**src/sv/mlt_pkg.sv**
```systemverilog
// Shared types and opcodes for the MAC learning table.
`timescale 1ns / 1ps
package mlt_pkg;
  typedef enum logic [1:0] {
    OP_LEARN  = 2'd0,
    OP_LOOKUP = 2'd1,
    OP_AGE    = 2'd2,
    OP_NONE   = 2'd3
  } op_t;

  // Controller to datapath commands.
  typedef struct packed {
    logic load;       // capture request fields, clear scan index
    logic step;       // advance scan index
    logic rd;         // issue read at scan index
    logic wr_key;     // write full entry at wr_slot
    logic wr_refresh; // write port and time at wr_slot
    logic clr_valid;  // clear valid at the previous read slot
    logic note_match; // record the slot read last cycle as found
    logic note_free;  // record the slot read last cycle as free
    logic count_age;  // bump aged count
  } cmd_t;

  // Datapath to controller status.
  typedef struct packed {
    logic last;       // scan index is at last entry
    logic rd_valid;   // entry read last cycle was valid
    logic rd_match;   // entry read last cycle holds the key
    logic rd_expired; // entry read last cycle has aged out
    logic found;      // a matching slot has been recorded
    logic have_free;  // a free slot has been recorded
  } stat_t;
endpackage

```
**src/sv/mlt_ctrl.sv**
```systemverilog
// Sequencer that scans the table for learn, lookup and age requests.
`timescale 1ns / 1ps
module mlt_ctrl (
  input  logic           clk,
  input  logic           rst,
  input  logic           start,
  input  logic [1:0]     opcode,
  input  mlt_pkg::stat_t stat,
  output mlt_pkg::cmd_t  cmd,
  output logic           busy,
  output logic           done,
  output logic           res_hit,
  output logic           res_lookup,
  output logic           res_age,
  output logic           res_full
);
  typedef enum logic [2:0] {S_IDLE, S_SCAN, S_DRAIN, S_WRITE, S_DONE} state_t;
  state_t   state;
  mlt_pkg::op_t op;
  logic     learn_hit;
  logic     scan_first;

  // The previous read's status is judged in every scan cycle but the first, and in drain.
  logic judge;
  assign judge = ((state == S_SCAN && !scan_first) || state == S_DRAIN) && !learn_hit;

  always_comb begin
    cmd = '0;
    cmd.load = (state == S_IDLE) && start;
    cmd.rd   = (state == S_SCAN);
    cmd.step = (state == S_SCAN) && !stat.last;
    if (judge && op != mlt_pkg::OP_AGE) begin
      cmd.note_match = stat.rd_match && !stat.found;
      cmd.note_free  = (op == mlt_pkg::OP_LEARN) && !stat.rd_valid && !stat.have_free
                       && !stat.found;
    end
    if (judge && op == mlt_pkg::OP_AGE) begin
      cmd.clr_valid = stat.rd_expired;
      cmd.count_age = stat.rd_expired;
    end
    if (state == S_WRITE) begin
      cmd.wr_refresh = stat.found;
      cmd.wr_key     = !stat.found && stat.have_free;
    end
  end

  always_ff @(posedge clk) begin
    if (rst) begin
      state <= S_IDLE;
      op <= mlt_pkg::OP_NONE;
      learn_hit <= 1'b0;
      scan_first <= 1'b0;
      busy <= 1'b0;
      done <= 1'b0;
      res_hit <= 1'b0;
      res_lookup <= 1'b0;
      res_age <= 1'b0;
      res_full <= 1'b0;
    end else begin
      done <= 1'b0;
      unique case (state)
        S_IDLE: if (start) begin
          op         <= mlt_pkg::op_t'(opcode);
          learn_hit  <= 1'b0;
          scan_first <= 1'b1;
          busy       <= 1'b1;
          state      <= (opcode == mlt_pkg::OP_NONE) ? S_DONE : S_SCAN;
        end
        S_SCAN: begin
          scan_first <= 1'b0;
          if (stat.last) state <= S_DRAIN;
        end
        S_DRAIN: state <= (op == mlt_pkg::OP_LEARN) ? S_WRITE : S_DONE;
        S_WRITE: state <= S_DONE;
        S_DONE: begin
          res_hit    <= (op == mlt_pkg::OP_LEARN || op == mlt_pkg::OP_LOOKUP)
                        && stat.found;
          res_lookup <= (op == mlt_pkg::OP_LOOKUP) && stat.found;
          res_age    <= (op == mlt_pkg::OP_AGE);
          res_full   <= (op == mlt_pkg::OP_LEARN) && !stat.found && !stat.have_free;
          done  <= 1'b1;
          busy  <= 1'b0;
          state <= S_IDLE;
        end
        default: state <= S_IDLE;
      endcase
    end
  end
endmodule

```
**config.mk**
```make
export PLATFORM = sky130hd
export DESIGN_NAME = mlt_ctrl
export DESIGN_NICKNAME = d
export VERILOG_FILES = /design/src/sv/mlt_pkg.sv /design/src/sv/mlt_ctrl.sv
export SDC_FILE = /design/constraint.sdc
export NUM_CORES = 1
export LEC_CHECK = 0
export BUFFER_PORTS_ARGS = -buffer_cell sky130_fd_sc_hd__buf_2
export CORE_AREA = 4 4 43 45
export CTS_CLUSTER_DIAMETER = 80
export CTS_CLUSTER_SIZE = 30
export DETAILED_ROUTE_END_ITERATION = 10
export DIE_AREA = 0 0 47 49
export PLACE_DENSITY = 0.78
export SLEW_MARGIN = 10
export SYNTH_ARGS = -nofsm -noshare
export SYNTH_HDL_FRONTEND = slang
export SYNTH_SLANG_ARGS = --single-unit
```
**constraint.sdc**
```tcl
create_clock -name clk -period 1.8 [get_ports clk]
set_input_delay 0.09 -clock clk [delete_from_list [all_inputs] [get_ports clk]]
set_output_delay 0.09 -clock clk [all_outputs]
set_load 0.03 [all_outputs]
```
==> impl_metrics.ini <==
[status]
status = finished clean

[drt]
vias = 577
avgViaCountPerCell = 5.20
ant_nets = 0
drt_iter0_markers = 4
routed_wl_mm = 1.29
first_pass_iters = 4
drc = 0
wire_per_inst_um = 11.7

[cts]
clock_latency_ns = 0.26
clk_pin_slew_worst_paths_ns = 0.07
cts.sinks = 12
cts_buffers = 3
clock_path_buffers = 2
htree_levels = 1
cts_tree = yes
root_buffer = clkbuf_4
cts_hold_buf = 0

[synth]
synth_area_per_cell_sq_um = 8.72
synth_warnings = 0
synth_area_sq_um = 619
synth_seq_area_share_pct = 38.8
synth_nets = 82
yosysUniqueCellTypes = 31
synth-edff-count = 0
synthCells = 71
synth_largest_area_cell = dfxtp_1
synth_ff_type = dfxtp_1
synth_most_common_cell = dfxtp_1
synth-async-reset-ratio_pct = 0
synth_top_area_share_pct = 38.8
synth.area.top_cells = dfxtp_1 39%, a21oi_1 8.1%, nor2_1 4.8%
ys_seq_elements = 12
synth_common_cells = 12 x dfxtp_1, 10 x a21oi_1, 8 x nor2_1

[grt]
gr-total-overflow = 0
first_global_vias = 509
grt_pass1_wl_mm = 2.09
grtUsageTotal_pct = 12.2
grt_antenna_before_repair = 0
grt_max_degree = 15

[power]
power_leakage_nw = 0.363
power.density_nw_per_um2 = 846
peakVddDrop_mv = 0.533
total_power_mw = 0.655

[floorplanning]
start_util_pct = 42.1
die_area_sq_um = 2300
die-width_um = 47
core_area_sq_um = 1470
dieHeight_um = 49
row_count = 14
num_io_pins = 26

[timing]
final.period_utilization_pct = 89.6
worst_slew_pin_slew_ns = 0.397
fin_ws_ns = 0.188
max_slew_margin_pct = 73.4
finalSetupViolCount = 0
fmax_ghz = 0.620
finClkSkew_ns = 0.00444
hold_viol_final = 0
fin_tns_setup_ns = 0
whs_ns = 0.0643
grt_setup_unrepaired = false
final.min_clock_period_ns = 1.61
finalMaxSlewViolations = 0

[worst_setup_path]
rr_worst_depth = 3
cp_slowest_cell = dfxtp_2
crit_chain = nor3b_1 > o21bai_1 > nor4b_2 > buf_2
crit_fanout = 12
arrival_ns = 1.52
critPathBufInv = 1
start_kind = register
crit_required_ns = 1.71
cp.depth = 4
cp_top_family = flip-flops
slowest_delay_ns = 0.46
worst-setup-path-type = register to primary output
cp-end-kind = primary output

[hold_path]
min_path_type = input port to register
whs_path_depth = 2

[placement]
gp_congestion = 0.720
io_buffers = 25
post-place-ws_ns = 0.327
hpwl_mm = 1.02

[finish]
drive_above_1_share_pct = 35.8
fin_util_pct = 52.6
layout.nets = 107
diodes = 0
area_growth_pct = 25.1

[job]
drv_cap = 0
-- registers in the layout (all words and copies together) (netlist names) --
name	cells
state	3
op	2
busy	1
done	1
res_age	1
res_full	1
res_hit	1
res_lookup	1
scan_first	1
-- stage by stage --
step,instances,cell area (sq um)
final,111,774
after global placement,107,736
after global routing,111,774
after floorplan,71,619
after CTS,111,772
after detailed placement,107,736
-- logic make-up (layout without fill, tap and decap cells) --
group / after synthesis / in the layout / synth area share [%]
buffers and inverters: 6 / 30 / 5.25
muxes: 1 / 1 / 1.82
and+or+nand+nor: 36 / 36 / 38.6
AOI/OAI and AO/OA: 16 / 16 / 15.6
DFF: 12 / 12 / 38.8
-- routing by layer --
| metal | routed length (um) | part of all wire (%) | global-route usage, % |
|---|---|---|---|
| met2 | 602 | 47 | 17.9 |
| met3 | 107 | 8.3 | 3.69 |
| met1 | 560 | 43 | 15.4 |
| met4 | 23 | 1.8 | 6.91 |
| met5 | 0 | 0 | 0 |
-- cell usage in the layout (no fill, tap or decap), drive strengths merged, types with 2 or more instances in the layout --
cell / count
nor2b: 3
nor4b: 2
nor3: 2
nor3b: 2
dfxtp: 12
and2b: 2
nand2: 6
nor2: 8
or3b: 2
clkbuf: 4
a211o: 2
buf: 25
a21oi: 10
-- path summary, 6_finish.rpt --
check / start / to / slack [ns]
max: state[0] / cmd[2] / 0.19
min: opcode[0] / op[0] / 0.06
max reg2reg: state[0] / state[0] / 0.43
min reg2reg: res_hit / res_hit / 0.46
-- where the power goes --
group | total [mW] | switching (mW) | internal [mW] | leakage [nW]
Clock | 0.207 | 0.0844 | 0.123 | 0.0210
Sequential | 0.311 | 0.0271 | 0.284 | 0.0990
Combinational | 0.137 | 0.0790 | 0.0580 | 0.243
Total | 0.655 | 0.191 | 0.465 | 0.363
-- timing repair --
action	in CTS	in global routing
resized for setup	0	2
setup buffers	0	0
endpoints found under the setup margin	0	4
-- area by class of cell --
class	count	area, sq um
timing repair buffer	25	125
multi-input combinational	53	347
clock buffer	4	36.3
fill	140	697
sequential	12	243
tap	16	20.0
inverter	1	3.75
Power figures use the tool's default switching activity.
